==> src/hdl/rba_pkg.sv <==
// Shared types, constants and helper functions for the relay button autorepeat block.
`default_nettype none
package rba_pkg;

   // Timer and setting widths.
   localparam int TMR_W = 10;
   localparam int SET_W = 8;
   localparam int CNT_W = 8;
   localparam int TGL_W = 3;
   localparam int CSR_IDX_W = 3;
   localparam int CSR_DATA_W = 10;
   localparam int REQ_DATA_W = 24;
   localparam int RSP_DATA_W = 40;

   localparam logic [TMR_W-1:0] TMR_MAX = 10'd1023;
   localparam logic [CNT_W-1:0] CNT_MAX = 8'd255;
   localparam logic [CNT_W-1:0] CNT_FAST = 8'd8;
   localparam logic [CNT_W-1:0] CNT_FASTEST = 8'd32;
   localparam logic [CNT_W-1:0] DELAY_SLOW = 8'd200;
   localparam logic [CNT_W-1:0] DELAY_FAST = 8'd100;
   localparam logic [CNT_W-1:0] DELAY_FASTEST = 8'd75;
   localparam logic [TGL_W-1:0] TOGGLES_DONE = 3'd6;
   localparam logic [SET_W-1:0] BAR_LIT = 8'hff;
   localparam logic [SET_W-1:0] BAR_DARK = 8'h00;

   // Configuration register indexes.
   localparam logic [CSR_IDX_W-1:0] CSR_CAP_MAX = 3'd0;
   localparam logic [CSR_IDX_W-1:0] CSR_CAP_MIN = 3'd1;
   localparam logic [CSR_IDX_W-1:0] CSR_IND_MAX = 3'd2;
   localparam logic [CSR_IDX_W-1:0] CSR_IND_MIN = 3'd3;
   localparam logic [CSR_IDX_W-1:0] CSR_BLINK = 3'd4;
   localparam logic [CSR_IDX_W-1:0] CSR_IDLE = 3'd5;
   localparam logic [CSR_IDX_W-1:0] CSR_REPEAT = 3'd6;

   // Outcome of a button pair on one setting.
   typedef enum logic [1:0] {
      VERDICT_NONE  = 2'd0,
      VERDICT_INC   = 2'd1,
      VERDICT_DEC   = 2'd2,
      VERDICT_LIMIT = 2'd3
   } verdict_type;

   typedef struct packed {
      logic [SET_W-1:0] cap_max;
      logic [SET_W-1:0] cap_min;
      logic [SET_W-1:0] ind_max;
      logic [SET_W-1:0] ind_min;
      logic [TMR_W-1:0] blink_ticks;
      logic [TMR_W-1:0] idle_timeout_ticks;
      logic [TMR_W-1:0] repeat_reset_ticks;
   } cfg_type;

   typedef struct packed {
      logic cap_up;
      logic cap_down;
      logic ind_up;
      logic ind_down;
      logic other_button;
      logic [SET_W-1:0] caps_now;
      logic [SET_W-1:0] inds_now;
      logic rf_absent;
   } tick_type;

   typedef struct packed {
      logic [SET_W-1:0] caps_next;
      logic [SET_W-1:0] inds_next;
      logic relay_write;
      logic [SET_W-1:0] upper_bar;
      logic [SET_W-1:0] lower_bar;
      logic draw;
      logic in_session;
      logic session_end;
   } result_type;

   // Saturating tick timer increment.
   function automatic logic [TMR_W-1:0] tmr_inc(input logic [TMR_W-1:0] t);
      tmr_inc = (t < TMR_MAX) ? t + 1'b1 : TMR_MAX;
   endfunction

   // Decide what one up/down pair does to its setting.
   function automatic verdict_type judge(input logic up, input logic down,
                                         input logic [SET_W-1:0] now,
                                         input logic [SET_W-1:0] lo,
                                         input logic [SET_W-1:0] hi);
      if (up && down) begin
         judge = VERDICT_NONE;
      end else if (up) begin
         judge = (now < hi) ? VERDICT_INC : VERDICT_LIMIT;
      end else if (down) begin
         judge = (now > lo) ? VERDICT_DEC : VERDICT_LIMIT;
      end else begin
         judge = VERDICT_NONE;
      end
   endfunction

   // Apply a verdict to a setting, wrapping at eight bits.
   function automatic logic [SET_W-1:0] apply(input verdict_type v,
                                              input logic [SET_W-1:0] now);
      case (v)
         VERDICT_INC: apply = now + 1'b1;
         VERDICT_DEC: apply = now - 1'b1;
         default:     apply = now;
      endcase
   endfunction

   // Retrigger delay shortens as the repeat count grows.
   function automatic logic [CNT_W-1:0] retrigger(input logic [CNT_W-1:0] count);
      if (count < CNT_FAST) begin
         retrigger = DELAY_SLOW;
      end else if (count < CNT_FASTEST) begin
         retrigger = DELAY_FAST;
      end else begin
         retrigger = DELAY_FASTEST;
      end
   endfunction

endpackage
`default_nettype wire

==> src/hdl/rba_csr.sv <==
// Configuration register file for the relay button autorepeat block.
`default_nettype none
module rba_csr (
   input  wire logic                               clock,
   input  wire logic                               reset,
   input  wire logic                               csr_we,
   input  wire logic [rba_pkg::CSR_IDX_W-1:0]      csr_index,
   input  wire logic [rba_pkg::CSR_DATA_W-1:0]     csr_wdata,
   output rba_pkg::cfg_type                        cfg
);

   rba_pkg::cfg_type cfg_ff;
   rba_pkg::cfg_type cfg_in;

   // Decode a write into the addressed register; unknown indexes are dropped.
   always_comb begin
      cfg_in = cfg_ff;
      if (csr_we) begin
         case (csr_index)
            rba_pkg::CSR_CAP_MAX: cfg_in.cap_max = csr_wdata[rba_pkg::SET_W-1:0];
            rba_pkg::CSR_CAP_MIN: cfg_in.cap_min = csr_wdata[rba_pkg::SET_W-1:0];
            rba_pkg::CSR_IND_MAX: cfg_in.ind_max = csr_wdata[rba_pkg::SET_W-1:0];
            rba_pkg::CSR_IND_MIN: cfg_in.ind_min = csr_wdata[rba_pkg::SET_W-1:0];
            rba_pkg::CSR_BLINK:   cfg_in.blink_ticks = csr_wdata[rba_pkg::TMR_W-1:0];
            rba_pkg::CSR_IDLE:    cfg_in.idle_timeout_ticks = csr_wdata[rba_pkg::TMR_W-1:0];
            rba_pkg::CSR_REPEAT:  cfg_in.repeat_reset_ticks = csr_wdata[rba_pkg::TMR_W-1:0];
            default: ;
         endcase
      end
   end

   always_ff @(posedge clock) begin
      if (reset) begin
         cfg_ff.cap_max <= 8'd127;
         cfg_ff.cap_min <= 8'd0;
         cfg_ff.ind_max <= 8'd127;
         cfg_ff.ind_min <= 8'd0;
         cfg_ff.blink_ticks <= 10'd100;
         cfg_ff.idle_timeout_ticks <= 10'd750;
         cfg_ff.repeat_reset_ticks <= 10'd500;
      end else begin
         cfg_ff <= cfg_in;
      end
   end

   assign cfg = cfg_ff;

endmodule
`default_nettype wire

==> src/hdl/rba_core.sv <==
// Session, autorepeat and blink state with the per-tick next-state logic.
`default_nettype none
module rba_core (
   input  wire logic              clock,
   input  wire logic              reset,
   input  wire logic              step_en,
   input  wire rba_pkg::tick_type tick,
   input  wire rba_pkg::cfg_type  cfg,
   output rba_pkg::result_type    result
);

   logic                          active_ff, active_in;
   logic [rba_pkg::TMR_W-1:0]     since_relay_ff, since_relay_in;
   logic [rba_pkg::TMR_W-1:0]     since_step_ff, since_step_in;
   logic [rba_pkg::TMR_W-1:0]     since_toggle_ff, since_toggle_in;
   logic [rba_pkg::CNT_W-1:0]     repeat_count_ff, repeat_count_in;
   logic [rba_pkg::CNT_W-1:0]     step_delay_ff, step_delay_in;
   logic                          blink_on_ff, blink_on_in;
   logic                          upper_blinking_ff, upper_blinking_in;
   logic                          lower_blinking_ff, lower_blinking_in;
   logic [rba_pkg::TGL_W-1:0]     upper_toggles_ff, upper_toggles_in;
   logic [rba_pkg::TGL_W-1:0]     lower_toggles_ff, lower_toggles_in;

   // One tick of the session machine, all in a single pass.
   always_comb begin
      logic any_relay;
      logic stop;
      rba_pkg::verdict_type cap_v;
      rba_pkg::verdict_type ind_v;
      logic [rba_pkg::SET_W-1:0] pattern;

      any_relay = tick.cap_up | tick.cap_down | tick.ind_up | tick.ind_down;
      stop = 1'b0;
      pattern = rba_pkg::BAR_DARK;

      active_in = active_ff;
      since_relay_in = rba_pkg::tmr_inc(since_relay_ff);
      since_step_in = rba_pkg::tmr_inc(since_step_ff);
      since_toggle_in = rba_pkg::tmr_inc(since_toggle_ff);
      repeat_count_in = repeat_count_ff;
      step_delay_in = step_delay_ff;
      blink_on_in = blink_on_ff;
      upper_blinking_in = upper_blinking_ff;
      lower_blinking_in = lower_blinking_ff;
      upper_toggles_in = upper_toggles_ff;
      lower_toggles_in = lower_toggles_ff;

      result.caps_next = tick.caps_now;
      result.inds_next = tick.inds_now;
      result.relay_write = 1'b0;
      result.upper_bar = rba_pkg::BAR_DARK;
      result.lower_bar = rba_pkg::BAR_DARK;
      result.draw = 1'b0;
      result.session_end = 1'b0;

      cap_v = rba_pkg::judge(tick.cap_up, tick.cap_down, tick.caps_now,
                             cfg.cap_min, cfg.cap_max);
      ind_v = rba_pkg::judge(tick.ind_up, tick.ind_down, tick.inds_now,
                             cfg.ind_min, cfg.ind_max);

      // A relay button press opens a session.
      if (!active_in && any_relay) begin
         active_in = 1'b1;
         since_step_in = '0;
         repeat_count_in = '0;
         step_delay_in = '0;
      end

      // Idle timeout or another button closes it.
      if (active_in) begin
         if (any_relay) begin
            since_relay_in = '0;
         end else if (tick.other_button) begin
            stop = 1'b1;
         end
         if (since_relay_in >= cfg.idle_timeout_ticks) begin
            stop = 1'b1;
         end
         if (stop) begin
            active_in = 1'b0;
            result.session_end = 1'b1;
         end
      end

      if (active_in) begin
         // Autorepeat stepping with acceleration.
         if (any_relay) begin
            if (since_step_in >= {2'b00, step_delay_in}) begin
               since_step_in = '0;
               result.caps_next = rba_pkg::apply(cap_v, tick.caps_now);
               result.inds_next = rba_pkg::apply(ind_v, tick.inds_now);
               result.relay_write = 1'b1;
               if (repeat_count_in < rba_pkg::CNT_MAX) begin
                  repeat_count_in = repeat_count_in + 1'b1;
               end
               step_delay_in = rba_pkg::retrigger(repeat_count_in);
            end
         end else begin
            step_delay_in = '0;
            if (repeat_count_in < rba_pkg::CNT_FAST) begin
               repeat_count_in = '0;
            end
            if (since_step_in >= cfg.repeat_reset_ticks) begin
               repeat_count_in = '0;
            end
         end

         // A fresh limit hit restarts the blink phase.
         if (!upper_blinking_in && !lower_blinking_in &&
             (cap_v == rba_pkg::VERDICT_LIMIT || ind_v == rba_pkg::VERDICT_LIMIT)) begin
            since_toggle_in = '0;
            blink_on_in = 1'b1;
         end
         if (cap_v == rba_pkg::VERDICT_INC || cap_v == rba_pkg::VERDICT_DEC) begin
            lower_blinking_in = 1'b0;
         end else if (cap_v == rba_pkg::VERDICT_LIMIT) begin
            lower_blinking_in = 1'b1;
            lower_toggles_in = '0;
         end
         if (ind_v == rba_pkg::VERDICT_INC || ind_v == rba_pkg::VERDICT_DEC) begin
            upper_blinking_in = 1'b0;
         end else if (ind_v == rba_pkg::VERDICT_LIMIT) begin
            upper_blinking_in = 1'b1;
            upper_toggles_in = '0;
         end

         // Bars show the settings unless a limit blink overrides them.
         result.upper_bar = result.inds_next;
         result.lower_bar = result.caps_next;
         if (upper_blinking_in || lower_blinking_in) begin
            pattern = blink_on_in ? rba_pkg::BAR_LIT : rba_pkg::BAR_DARK;
            if (upper_blinking_in) begin
               result.upper_bar = pattern;
            end
            if (lower_blinking_in) begin
               result.lower_bar = pattern;
            end
            if (since_toggle_in >= cfg.blink_ticks) begin
               since_toggle_in = '0;
               if (upper_blinking_in) begin
                  upper_toggles_in = upper_toggles_in + 1'b1;
               end
               if (upper_toggles_in == rba_pkg::TOGGLES_DONE) begin
                  upper_blinking_in = 1'b0;
               end
               if (lower_blinking_in) begin
                  lower_toggles_in = lower_toggles_in + 1'b1;
               end
               if (lower_toggles_in == rba_pkg::TOGGLES_DONE) begin
                  lower_blinking_in = 1'b0;
               end
               blink_on_in = !blink_on_in;
            end
         end
         result.draw = tick.rf_absent;
      end

      result.in_session = active_in;
   end

   // State advances only on an accepted tick.
   always_ff @(posedge clock) begin
      if (reset) begin
         active_ff <= 1'b0;
         since_relay_ff <= '0;
         since_step_ff <= '0;
         since_toggle_ff <= '0;
         repeat_count_ff <= '0;
         step_delay_ff <= '0;
         blink_on_ff <= 1'b1;
         upper_blinking_ff <= 1'b0;
         lower_blinking_ff <= 1'b0;
         upper_toggles_ff <= '0;
         lower_toggles_ff <= '0;
      end else if (step_en) begin
         active_ff <= active_in;
         since_relay_ff <= since_relay_in;
         since_step_ff <= since_step_in;
         since_toggle_ff <= since_toggle_in;
         repeat_count_ff <= repeat_count_in;
         step_delay_ff <= step_delay_in;
         blink_on_ff <= blink_on_in;
         upper_blinking_ff <= upper_blinking_in;
         lower_blinking_ff <= lower_blinking_in;
         upper_toggles_ff <= upper_toggles_in;
         lower_toggles_ff <= lower_toggles_in;
      end
   end

endmodule
`default_nettype wire

==> src/hdl/relay_button_autorepeat_blink_top.sv <==
// Top level: stream handshake, configuration port and result register.
// Latency: a result beat is valid the cycle after its request beat is accepted.
// Throughput: one tick per cycle unless stalled; set by the single-pass state update.
// The result register frees while it is taken, so only a held result stalls requests.
// Reset (synchronous, active high) clears the session state and loads the
// register defaults; no result is pending after reset.
`default_nettype none
module relay_button_autorepeat_blink_top (
   input  wire logic                                clock,
   input  wire logic                                reset,
   input  wire logic                                req_tvalid,
   output      logic                                req_tready,
   // Fields from bit 0: cap_up, cap_down, ind_up, ind_down, other_button,
   // caps_now[7:0], inds_now[7:0], rf_absent, zero fill.
   input  wire logic [rba_pkg::REQ_DATA_W-1:0]      req_tdata,
   output      logic                                rsp_tvalid,
   input  wire logic                                rsp_tready,
   // Fields from bit 0: caps_next[7:0], inds_next[7:0], relay_write,
   // upper_bar[7:0], lower_bar[7:0], draw, in_session, session_end, zero fill.
   output      logic [rba_pkg::RSP_DATA_W-1:0]      rsp_tdata,
   input  wire logic                                csr_we,
   input  wire logic [rba_pkg::CSR_IDX_W-1:0]       csr_index,
   input  wire logic [rba_pkg::CSR_DATA_W-1:0]      csr_wdata
);

   rba_pkg::cfg_type    cfg;
   rba_pkg::tick_type   tick;
   rba_pkg::result_type result;
   logic                accept;
   logic                rsp_valid_ff, rsp_valid_in;
   logic [rba_pkg::RSP_DATA_W-1:0] rsp_data_ff, rsp_data_in;

   // Unpack the request beat.
   always_comb begin
      tick.cap_up = req_tdata[0];
      tick.cap_down = req_tdata[1];
      tick.ind_up = req_tdata[2];
      tick.ind_down = req_tdata[3];
      tick.other_button = req_tdata[4];
      tick.caps_now = req_tdata[12:5];
      tick.inds_now = req_tdata[20:13];
      tick.rf_absent = req_tdata[21];
   end

   assign req_tready = !rsp_valid_ff || rsp_tready;
   assign accept = req_tvalid && req_tready;

   rba_csr u_csr (
      .clock     (clock),
      .reset     (reset),
      .csr_we    (csr_we),
      .csr_index (csr_index),
      .csr_wdata (csr_wdata),
      .cfg       (cfg)
   );

   rba_core u_core (
      .clock   (clock),
      .reset   (reset),
      .step_en (accept),
      .tick    (tick),
      .cfg     (cfg),
      .result  (result)
   );

   // Result register: load on accept, drop when taken.
   always_comb begin
      rsp_valid_in = rsp_valid_ff;
      rsp_data_in = rsp_data_ff;
      if (rsp_valid_ff && rsp_tready) begin
         rsp_valid_in = 1'b0;
      end
      if (accept) begin
         rsp_valid_in = 1'b1;
         rsp_data_in = {4'b0000, result.session_end, result.in_session, result.draw,
                        result.lower_bar, result.upper_bar, result.relay_write,
                        result.inds_next, result.caps_next};
      end
   end

   always_ff @(posedge clock) begin
      if (reset) begin
         rsp_valid_ff <= 1'b0;
      end else begin
         rsp_valid_ff <= rsp_valid_in;
      end
   end

   always_ff @(posedge clock) begin
      rsp_data_ff <= rsp_data_in;
   end

   assign rsp_tvalid = rsp_valid_ff;
   assign rsp_tdata = rsp_data_ff;

endmodule
`default_nettype wire
==> config.mk <==
export PLATFORM = sky130hd
export DESIGN_NAME = relay_button_autorepeat_blink_top
export DESIGN_NICKNAME = d
export VERILOG_FILES = /design/src/hdl/rba_pkg.sv /design/src/hdl/rba_csr.sv /design/src/hdl/rba_core.sv /design/src/hdl/relay_button_autorepeat_blink_top.sv
export SDC_FILE = /design/constraint.sdc
export NUM_CORES = 1
export LEC_CHECK = 0
export ABC_AREA = 1
export ABC_CLOCK_PERIOD_IN_PS = 4200
export BUFFER_PORTS_ARGS = -buffer_cell sky130_fd_sc_hd__buf_4
export CORE_ASPECT_RATIO = 1.1
export CORE_UTILIZATION = 35
export CTS_BUF_LIST = sky130_fd_sc_hd__clkbuf_8
export DETAILED_ROUTE_END_ITERATION = 10
export GPL_ROUTABILITY_DRIVEN = 0
export GPL_TIMING_DRIVEN = 1
export SLEW_MARGIN = 20
export SYNTH_ARGS = -nofsm -noshare
export SYNTH_HDL_FRONTEND = slang
export SYNTH_HIERARCHICAL = 1
export SYNTH_SLANG_ARGS = --single-unit
==> constraint.sdc <==
create_clock -name clock -period 4.2 [get_ports clock]
set_input_delay 0.42 -clock clock [delete_from_list [all_inputs] [get_ports clock]]
set_output_delay 0.42 -clock clock [all_outputs]
set_load 0.05 [all_outputs]
==> results of run 1 <==
-- worst max-delay path by stage --
stage,startpoint,end,slack [ps],cells past startpoint
3_5_place_dp,req_tdata[6],u_core/since_toggle_ff[1]$_SDFFE_PP0P_,130,24
3_3_place_gp,req_tdata[6],u_core/since_toggle_ff[1]$_SDFFE_PP0P_,200,24
4_1_cts,u_core/since_relay_ff[0]$_SDFFE_PP0P_,rsp_tdata[32]$_DFFE_PP_,200,24
2_1_floorplan,rsp_tvalid$_SDFFE_PP0P_,u_core/upper_blinking_ff$_SDFFE_PP0P_,200,6
6_report,u_core/since_relay_ff[0]$_SDFFE_PP0P_,rsp_tdata[23]$_DFFE_PP_,380,25
5_1_grt,u_core/since_relay_ff[0]$_SDFFE_PP0P_,rsp_tdata[23]$_DFFE_PP_,-5,25
-- routing by layer --
| layer | global-route usage [%] | part of all wire, % | wire length, µm | vias up |
|---|---|---|---|---|
| met1 | 23.2 | 47 | 12000 | 4257 |
| li1 | - | - | - | 4876 |
| met5 | 0 | 0 | 0 | - |
| met4 | 6.97 | 2.6 | 668 | 0 |
| met3 | 2.34 | 3.4 | 878 | 43 |
| met2 | 30.7 | 47 | 12200 | 180 |
-- state kept, by name, summed over array words and instances (netlist names) --
signal                    count
u_csr/cfg                    62
rsp_tdata                    36
u_core/since_relay_ff        10
u_core/since_step_ff         10
u_core/since_toggle_ff       10
u_core/repeat_count_ff        8
u_core/step_delay_ff          8
u_core/lower_toggles_ff       3
u_core/upper_toggles_ff       3
rsp_tvalid                    1
u_core/active_ff              1
u_core/blink_on_ff            1
u_core/lower_blinking_ff      1
u_core/upper_blinking_ff      1
-- timing repair --
item                                    CTS  global route
endpoints found under the hold margin     0             0
resized for setup                         0             7
buffers inserted                          0             1
endpoints found under the setup margin    0            27
-- cell usage after synthesis (2+ instances only) --
master and n:
a21oi_2 5, buf_2 7, nor3b_1 2, nor2_1 133, buf_1 3, nor3_1 8
nor3_2 2, buf_4 7, o21a_1 4, o21ai_1 9, edfxtp_1 36, nand4_1 13
o21bai_1 4, dfxtp_1 119, a21oi_1 122, o211ai_1 10, a21boi_0 2, nand2_4 4
nor4_1 2, xnor2_1 6, nor2_4 2, o21ai_0 88, nand3_1 112, a221oi_1 2
inv_2 10, a31oi_1 7, nand2_2 6, ha_1 90, o31ai_1 2, o21ai_2 4
nand2_1 352, clkbuf_1 25, inv_1 189, nand3_2 3, nor2_2 16, xor2_1 27
buf_6 3, fa_1 2
-- power by group through the flow --
stage	clock network, mW	logic [mW]	registers (mW)
finish	1.20	1.07	1.71
global route	1.30	1.20	1.72
CTS	1.24	1.07	1.71
detailed placement	0	1.06	1.74
global placement	0	1.05	1.74
floorplan	0	0.596	1.92
-- cell usage in the layout, fill, tap and decap left out, types with 17 or more instances in the layout --
cell,synthesis,final
nand3_1,112,111
xor2_1,27,27
buf_4,7,101
nand2_1,352,351
clkbuf_8,0,17
edfxtp_1,36,36
inv_1,189,189
a21oi_1,122,121
ha_1,90,90
nor2_1,133,133
dfxtp_1,119,119
o21ai_0,88,87
-- metrics by stage --
step	cells	worst slack (ps)
2_1_floorplan	1452	202
3_3_place_gp	1876	197
3_5_place_dp	1876	130
4_1_cts	1908	200
5_1_grt	1909	-5.41
6_report	1909	377
-- cells by family after synthesis --
logic type | after synthesis | synth area share [%]
compound gates | 261 | 13.9
xor+xnor | 33 | 2.84
fa+ha+maj | 92 | 11.5
buf+inv | 246 | 9.67
flops | 155 | 34.1
other cells | 1 | 0.0369
simple gates | 661 | 28.0
-- tightest hold or removal path, stage by stage --
cell and delay, ps:
buf_4 90, nand2_1 50, nand3_1 60
-- layout make-up --
cell class / instances / area [µm²] / area share [%]
repair buffers: 102 / 769 / 6.61
clock buffers: 17 / 234 / 2.01
well taps: 368 / 460 / 3.96
clock inverters: 15 / 178 / 1.53
multi-input cells: 1051 / 5770 / 49.6
flip-flops and latches: 155 / 3460 / 29.8
inverters: 201 / 757 / 6.51
==> summary.md, run 1 <==
| Metric | Value |
|---|---|
| Synth area leader | dfxtp_1 |
| Cells after synthesis | 1449 |
| Min-Delay Path Class | input port to register |
| Final Slew Violations | 0 |
| Comb pwr share | 26.9% |
| Drt first-iter violations | 602 |
| Longest Clk Path Bufs | 2 |
| Number of core rows | 65 |
| Dpl hpwl | 19.5 mm |
| P_sw | 1.43 mW |
| Worst EP arrival | 4050 ps |
| Share of cells above drive strength 1 | 12.5% |
| Crit path kind | register to register |
| CP bufs+invs | 9 |
| Post-synth EDFFs | 36 |
| First-pass GRT wire length | 43.0 mm |
| Post-synth cell types | 49 |
| Core area | roughly 0.029 mm² |
| Net Sw Frac | 35.9% |
| Die ar. | just under 0.03 mm² |
| Port bufs | between 70 and 80 |
| Total track usage | 18.1% |
| CP Launch Type | register |
| Fill cells | 2982 |
| Final Cycle Share | 91.0% |
| CP peak stage delay | 390 ps |
| Tot Pwr | 3.98 mW |
| Largest net degree at the start of global routing | between 60 and 70 |
| Post-synth top area share | 23.4% |
| Clock Latency Late Sink | 480 ps |
| Max rail drop VDD | 212 µV |
| Synth Cell Area | 0.0102 mm² |
| Status | finished clean |
| Mean Syn Cell Area | 7.02 µm² |
| Yosys reg bits | 155 |
| CTS tree | built |
| FFs w/ async S/R, synth | 0% |
| Total number of vias | about 9400 |
| Die height | approximately 180 µm |
| Worst Hold End | u_csr/cfg[19]$_SDFFE_PP1P_ |
| Post-DP Area | 0.0112 mm² |
| Final instance area | 0.0116 mm² |
| Initial antenna violation count | 0 |
| Synth Flop Type | dfxtp_1 |
| Leak pwr | 5.60 nW |
| PwrDens | 342 mW/mm² |
| I/O pins | 84 |
| Seq pwr share | between 40 and 50% |
| Max-cap check violation count | 0 |
| Final Critical Period | around 3800 ps |
| CP Data Required Time | 4420 ps |
| Slew @ Worst Pin | 1020 ps |
| Worst R2R End | rsp_tdata[23]$_DFFE_PP_ |
| Utilization after layout | approximately two fifths |
| Hold Path Stages | 3 |
| Synth top area cells | dfxtp_1 23%, nand2_1 13%, ha_1 11% |
| First drt pass iteration count | 5 |
| CTS Buf Count | 17 |
| Worst slew margin | 31.8% |
| Inserted Diodes | 0 |
| Setup violators final | 0 |
| Hold_sp | csr_wdata[9] |
| Die X | 165 µm |
| Worst R2R Start | u_core/since_relay_ff[0]$_SDFFE_PP0P_ |
| CP dominant cell by count | inv_1 |
| Clock transition at path regs | 110 ps |
| Worst Path Max Fanout | 17 |
| Post-route ant nets | 0 |
| Crit path capture type | register |
| Cts hold-fix bufs | 0 |
| P_int | ~2.5 mW |
| Starting density of the core | 35.5% |
| Crit path max-delay cell type | dfxtp_1 |
| Sequential area share after synthesis | between 30% and 40% |
| Max Freq | 262 MHz |
| Fin. Hold Viols | 0 |
| R2r worst-path depth | 25 |
| Layout net count | 1662 |
| H-tree Lvls | 4 |
| WHS | 168 ps |
| Routed wire length | 25.8 mm |
| Synth-to-Final Area Change | 14.4% |
| Final Skew | 24.9 ps |
| Number of global-route vias before repair | 8870 |
| Worst R2R Setup Slack | 380 ps |
| Setup TNS Final | 0 ps |
| Sink Count | 155 |
| Yosys warns | 6 |
| CTS root buffer | clkbuf_8 |
| Routed length per instance | 13.5 µm |
| Gr ovfl total | 0 |
| Top delay family on crit path | buffers and inverters |
| DRC viols | 0 |
| Vias/cell | ~4.9 |
| Clock share of power | between 30% and 40% |
No activity file was read; power rests on OpenSTA's default activity.
==> run 2: changes to the inputs <==
--- a/config.mk
+++ b/config.mk
@@ -9,7 +9,7 @@
 export ABC_CLOCK_PERIOD_IN_PS = 4200
 export BUFFER_PORTS_ARGS = -buffer_cell sky130_fd_sc_hd__buf_4
 export CORE_ASPECT_RATIO = 1.1
-export CORE_UTILIZATION = 35
+export CORE_UTILIZATION = 25
 export CTS_BUF_LIST = sky130_fd_sc_hd__clkbuf_8
 export DETAILED_ROUTE_END_ITERATION = 10
 export GPL_ROUTABILITY_DRIVEN = 0
==> run 2 against run 1 <==
  * Combinational power is essentially flat
  * Flip-flop and latch count unchanged
  * Core utilization decreased by 11 points
  * Global-route usage decreased by 5.2 points
  * Setup slack worse by 20 ps
  * Sequential power barely moved
  * Largest cell class unchanged
  * Highest routed layer unchanged
==> summary.md, run 2 (synthesized netlist as in run 1, its figures left out) <==
| Metric | Value |
|---|---|
| Clock transition at path regs | 90 ps |
| Hold Path Stages | 3 |
| Worst Path Max Fanout | 10 |
| Crit path kind | register to register |
| Commonest non-fill, non-tap cell in the layout | nand2_1 |
| Drt first-iter violations | 580 |
| Dpl hpwl | ~20 mm |
| Non-Filler Instances | 2054 |
| Fin. Hold Viols | 0 |
| Hold_sp | csr_wdata[9] |
| CP peak stage delay | ~360 ps |
| Initial antenna violation count | 1 |
| P_sw | 1.38 mW |
| Die ar. | 0.0415 mm² |
| Share of cells above drive strength 1 | 12.5% |
| Seq pwr share | 44.9% |
| Final Critical Period | 3840 ps |
| Final Cycle Share | 91.5% |
| Total track usage | 13.0% |
| Setup violators final | 0 |
| Clock share of power | 26.9% |
| Max-cap check violation count | 0 |
| CP bufs+invs | 3 |
| CTS Buf Count | 17 |
| Port bufs | 77 |
| Largest net degree at the start of global routing | 69 |
| Crit-path cells | inv_1 -> ha_1 -> nand2_1 -> o21a_1 -> o221ai_1 -> o21ai_0 -> a21oi_1 -> inv_1 -> ha_1 -> nor2_1 -> nor3_2 -> buf_4 -> a21oi_1 -> ha_1 -> a21oi_1 -> o21ai_0 -> a21oi_1 -> nand3_1 -> nand2_2 -> nand2_1 -> nand2_4 -> o211ai_1 -> a21oi_1 |
| Die height | 214 µm |
| Starting density of the core | between 20% and 30% |
| CTS tree | built |
| Routed length per instance | approximately 13 µm |
| Max Freq | between 200 and 300 MHz |
| Leak pwr | 5.58 nW |
| Number of global-route vias before repair | around 8900 |
| Worst Hold End | u_csr/cfg[19]$_SDFFE_PP1P_ |
| Sink Count | between 150 and 200 |
| First-pass GRT wire length | approximately 43 mm |
| Cts hold-fix bufs | 0 |
| Worst EP arrival | 4240 ps |
| R2r worst-path depth | 23 |
| Core area | 0.0402 mm² |
| Slew @ Worst Pin | slightly above 1000 ps |
| Die X | 194 µm |
| Status | finished clean |
| Synth-to-Final Area Change | 15.5% |
| CP Launch Type | register |
| DRC viols | 0 |
| H-tree Lvls | 4 |
| Vias/cell | ~4.6 |
| CP Data Required Time | 4600 ps |
| Max rail drop VDD | 189 µV |
| Gr ovfl total | 0 |
| Layout net count | roughly 1700 |
| RSZ-0062 raised after global routing | yes |
| Routed wire length | 26.5 mm |
| CP dominant cell by count | a21oi_1 |
| P_int | 2.42 mW |
| Crit path capture type | register |
| First drt pass iteration count | 5 |
| PwrDens | 324 mW/mm² |
| Longest Clk Path Bufs | 2 |
| Most frequent cells in the layout | 350 x nand2_1, 189 x inv_1, 133 x nor2_1 |
| Post-route ant nets | 0 |
| Worst R2R End | u_core/since_toggle_ff[1]$_SDFFE_PP0P_ |
| Comb pwr share | 28.2% |
| Final Skew | 14.8 ps |
| Clock Latency Late Sink | about 470 ps |
| Worst R2R Start | u_csr/cfg[33]$_SDFFE_PP0P_ |
| CTS root buffer | clkbuf_8 |
| DP Cell Count | 2020 |
| Tot Pwr | ~3.8 mW |
| Number of core rows | 77 |
| Worst R2R Setup Slack | 360 ps |
| I/O pins | between 80 and 90 |
| Top delay family on crit path | compound AO/OA/AOI/OAI gates |
| Crit path max-delay cell type | dfxtp_1 |
| Net Sw Frac | 36.3% |
| Max reg flops | 62 |
| Min-Delay Path Class | input port to register |
| Final Slew Violations | 0 |
| Worst slew margin | 31.7% |
| Total number of vias | slightly above 9000 |
| Setup TNS Final | 0 ps |
-- run 2: cell types whose count changed in the layout (fill, tap and decap cells not counted), sizes merged --
cell      previous run  this run
clkinvlp             3         0
bufinv               2         0
clkinv               2         9
clkbuf              17        18
inv                209       206
diode                0         1
buf                102       101
-- run 2: how the worst max path moves through the flow --
stage	startpoint	to	slack (ps)	cells past startpoint
after floorplan	rsp_tvalid$_SDFFE_PP0P_	u_core/upper_blinking_ff$_SDFFE_PP0P_	200	6
after global placement	req_tdata[6]	u_core/since_toggle_ff[1]$_SDFFE_PP0P_	70	24
after detailed placement	req_tdata[6]	u_core/since_toggle_ff[1]$_SDFFE_PP0P_	-50	24
after CTS	u_csr/cfg[47]$_SDFFE_PP0P_	u_core/since_toggle_ff[1]$_SDFFE_PP0P_	130	24
after global routing	u_csr/cfg[32]$_SDFFE_PP0P_	u_core/since_toggle_ff[1]$_SDFFE_PP0P_	-40	23
final	u_csr/cfg[33]$_SDFFE_PP0P_	u_core/since_toggle_ff[1]$_SDFFE_PP0P_	360	23
-- run 2: timing repair --
action,CTS,global route
setup buffers,0,1
gates resized for setup,0,10
endpoints found under the hold margin,0,0
setup endpoints to repair,0,39
-- run 2: per-layer routing --
layer	track usage, %	part of all wire [%]
met1	15.8	46
met2	22.4	48
met3	2.50	4.4
met4	5.42	2.3
met5	0	0
-- run 2: power by group through the flow --
stage	clock [mW]	sequential [mW]	combinational (mW)
after detailed placement	0	1.75	1.07
after global placement	0	1.74	1.05
final	1.02	1.71	1.07
after floorplan	0	1.92	0.596
after global routing	1.13	1.72	1.20
after CTS	1.06	1.71	1.07
-- run 2: final cells by class --
type | count | area [µm²]
diodes | 1 | 2.50
clock buffers | 18 | 248
clock inverters | 14 | 95.1
fillers | 4389 | 28400
inverters | 201 | 757
multi-input cells | 1051 | 5780
flip-flops and latches | 155 | 3460
well taps | 513 | 642
repair buffers | 101 | 758
-- run 2: tightest hold or removal path: cells and delay by family --
kind | cells | cell delay (ps)
buffers and inverters | 1 | 80
AND/OR/NAND/NOR | 2 | 110
-- run 2: per-stage QoR --
stage	hold WS (ps)	utilization [%]	worst slack (ps)	cell area (µm²)
after floorplan	429	-	202	10200
after global routing	154	29.2	-37.2	11700
after detailed placement	445	28.3	-46.3	11400
after global placement	443	28.3	68.8	11400
after CTS	150	29.1	127	11700
final	180	29.2	357	11700
==> run 3: changes to the inputs <==
--- a/config.mk
+++ b/config.mk
@@ -9,11 +9,12 @@
 export ABC_CLOCK_PERIOD_IN_PS = 4200
 export BUFFER_PORTS_ARGS = -buffer_cell sky130_fd_sc_hd__buf_4
 export CORE_ASPECT_RATIO = 1.1
-export CORE_UTILIZATION = 25
+export CORE_UTILIZATION = 52
 export CTS_BUF_LIST = sky130_fd_sc_hd__clkbuf_8
 export DETAILED_ROUTE_END_ITERATION = 10
 export GPL_ROUTABILITY_DRIVEN = 0
 export GPL_TIMING_DRIVEN = 1
+export PLACE_DENSITY = 0.71
 export SLEW_MARGIN = 20
 export SYNTH_ARGS = -nofsm -noshare
 export SYNTH_HDL_FRONTEND = slang
==> run 3 against run 2 <==
  * Sequential power barely moved
  * Clock power increased by 12%
  * Clock-buffer cell count did not move
  * Final area shrank 2.6%
  * Clock skew decreased by 1.5 ps
  * Routed wire length decreased by 8.6%
  * Setup slack worse by 35 ps
  * Non-clock buffer count shrank 5
  * Fmax is 0.91% lower
  * Worst hold slack worse by 4.0 ps
  * Critical path depth up 2
  * Highest routed layer unchanged
==> summary.md, run 3 (synthesized netlist as in run 1, its figures left out) <==
| Metric | Value |
|---|---|
| Dpl hpwl | 18.0 mm |
| Initial antenna violation count | 0 |
| Routed wire length | 24.2 mm |
| Top delay family on crit path | simple AND/OR/NAND/NOR gates |
| Layout net count | approximately 1700 |
| CP bufs+invs | 6 |
| Cts hold-fix bufs | 0 |
| Largest net degree at the start of global routing | 69 |
| Final Critical Period | 3880 ps |
| Final Skew | 13.2 ps |
| Vias/cell | 5.23 |
| Max Freq | 258 MHz |
| PwrDens | 342 mW/mm² |
| Port bufs | 77 |
| CTS tree | built |
| Core area | around 0.019 mm² |
| Crit path kind | register to register |
| Die X | 135 µm |
| Post-route ant nets | 0 |
| Drt first-iter violations | 559 |
| CP peak stage delay | 350 ps |
| Fin. Hold Viols | 0 |
| Worst slew margin | 33.1% |
| Max reg flops | 62 |
| I/O pins | between 80 and 90 |
| Most frequent cells in the layout | 351 x nand2_1, 189 x inv_1, 132 x nor2_1 |
| Worst Path Max Fanout | 10 |
| Gr ovfl total | 0 |
| CTS Buf Count | 17 |
| First-pass GRT wire length | about 40 mm |
| Final Slew Violations | 0 |
| Max rail drop VDD | 236 µV |
| Total track usage | 25.0% |
| Setup TNS Final | 0 ps |
| Status | finished clean |
| Clock Latency Late Sink | 460 ps |
| First drt pass iteration count | 7 |
| Routed length per instance | 13.6 µm |
| Leak pwr | about 5.6 nW |
| Worst EP arrival | 4230 ps |
| Commonest non-fill, non-tap cell in the layout | nand2_1 |
| Total number of vias | roughly 9300 |
| Synth-to-Final Area Change | 12.4% |
| Starting density of the core | 53.1% |
| Share of cells above drive strength 1 | between 10% and 20% |
| Min-Delay Path Class | input port to register |
| Inserted Diodes | 0 |
| Non-Filler Instances | 1782 |
| CP Launch Type | register |
| Number of core rows | 53 |
| Crit path max-delay cell type | dfxtp_1 |
| Slew @ Worst Pin | 1000 ps |
| Final Cycle Share | 92.3% |
| Fill cells | 1836 |
| H-tree Lvls | 4 |
| Crit path capture type | register |
| DRC viols | 0 |
| DP Cell Count | 1748 |
| Die ar. | 0.0201 mm² |
| Max-cap check violation count | 0 |
| CP dominant cell by count | inv_1 |
| Clock transition at path regs | 100 ps |
| Die height | 149 µm |
| Sink Count | 155 |
| Setup violators final | 0 |
| CTS root buffer | clkbuf_8 |
| CP Data Required Time | 4550 ps |
| Longest Clk Path Bufs | 2 |
| Number of global-route vias before repair | 8428 |
==> run 3: cell count changes in the layout (fill, tap and decap cells not counted), moves of 2 or more <==
cell      change
buf_4         -5
clkinv_2      -4
clkinv_4      -2
inv_4         -2
inv_6         +4
inv_8         +3
==> run 3: power breakdown <==
part	internal, mW	total (mW)	switching (mW)
sequential	1.66	1.71	0.0512
clock	0.509	1.14	0.634
combinational	0.342	1.06	0.720
total	2.51	3.91	1.41
==> run 3: layer usage <==
| metal | GRT usage (%) | up-vias | wire length (µm) |
|---|---|---|---|
| met3 | 3.31 | 35 | 934 |
| met1 | 32.9 | 4217 | 11600 |
| met2 | 41.6 | 199 | 11300 |
| met4 | 8.99 | 0 | 462 |
| met5 | 0 | - | 0 |
| li1 | - | 4869 | - |
==> run 3: final cells by class <==
class                   instances  area [µm²]  area share, %
clock buffers                  18         248           2.17
clock inverters                14         148           1.29
inverters                     201         757           6.62
multi-input cells            1051        5790           50.6
flip-flops and latches        155        3460           30.3
well taps                     247         309           2.70
repair buffers                 96         721           6.30
==> run 3: metrics by stage <==
step	area [µm²]	total power, mW	setup slack, ps	hold slack, ps	utilization, %
finish	11400	3.91	322	176	59.7
global route	11400	4.13	-34.9	157	59.7
CTS	11400	3.93	201	151	59.4
detailed placement	11000	2.79	128	445	57.3
global placement	11000	2.77	219	439	57.3
floorplan	10200	2.51	202	429	-
==> run 3: worst paths after layout <==
kind	start	end	slack [ps]	cells past startpoint
setup / recovery	u_csr/cfg[49]$_SDFFE_PP0P_	u_core/lower_toggles_ff[1]$_SDFFE_PP0P_	320	25
hold / removal	csr_wdata[9]	u_csr/cfg[19]$_SDFFE_PP1P_	180	3
setup reg to reg	u_csr/cfg[49]$_SDFFE_PP0P_	u_core/lower_toggles_ff[1]$_SDFFE_PP0P_	320	25
hold reg to reg	u_core/step_delay_ff[4]$_SDFFE_PP0P_	u_core/step_delay_ff[4]$_SDFFE_PP0P_	460	2
==> run 3: timing repair <==
item,CTS,global route
gates resized for setup,0,9
hold endpoints to repair,0,0
buffers inserted,0,2
setup endpoints to repair,0,65
==> run 3: worst register-to-register path, cell delays in order, from the launching register on <==
cell and delay, ps:
dfxtp_1 350, inv_1 60, ha_1 300, nand2_1 70, inv_1 50, a221oi_1 320
o211ai_1 120, o21ai_0 90, o21ai_0 140, inv_1 80, ha_1 180, nor2_1 60
nor3_2 100, buf_4 190, nor2_1 60, ha_1 290, nand2_1 110, nor4_2 280
nand3_1 170, nand3_2 130, nand2_1 70, buf_4 160, inv_1 130, o21ai_0 100
a21oi_1 120, nor2_1 50
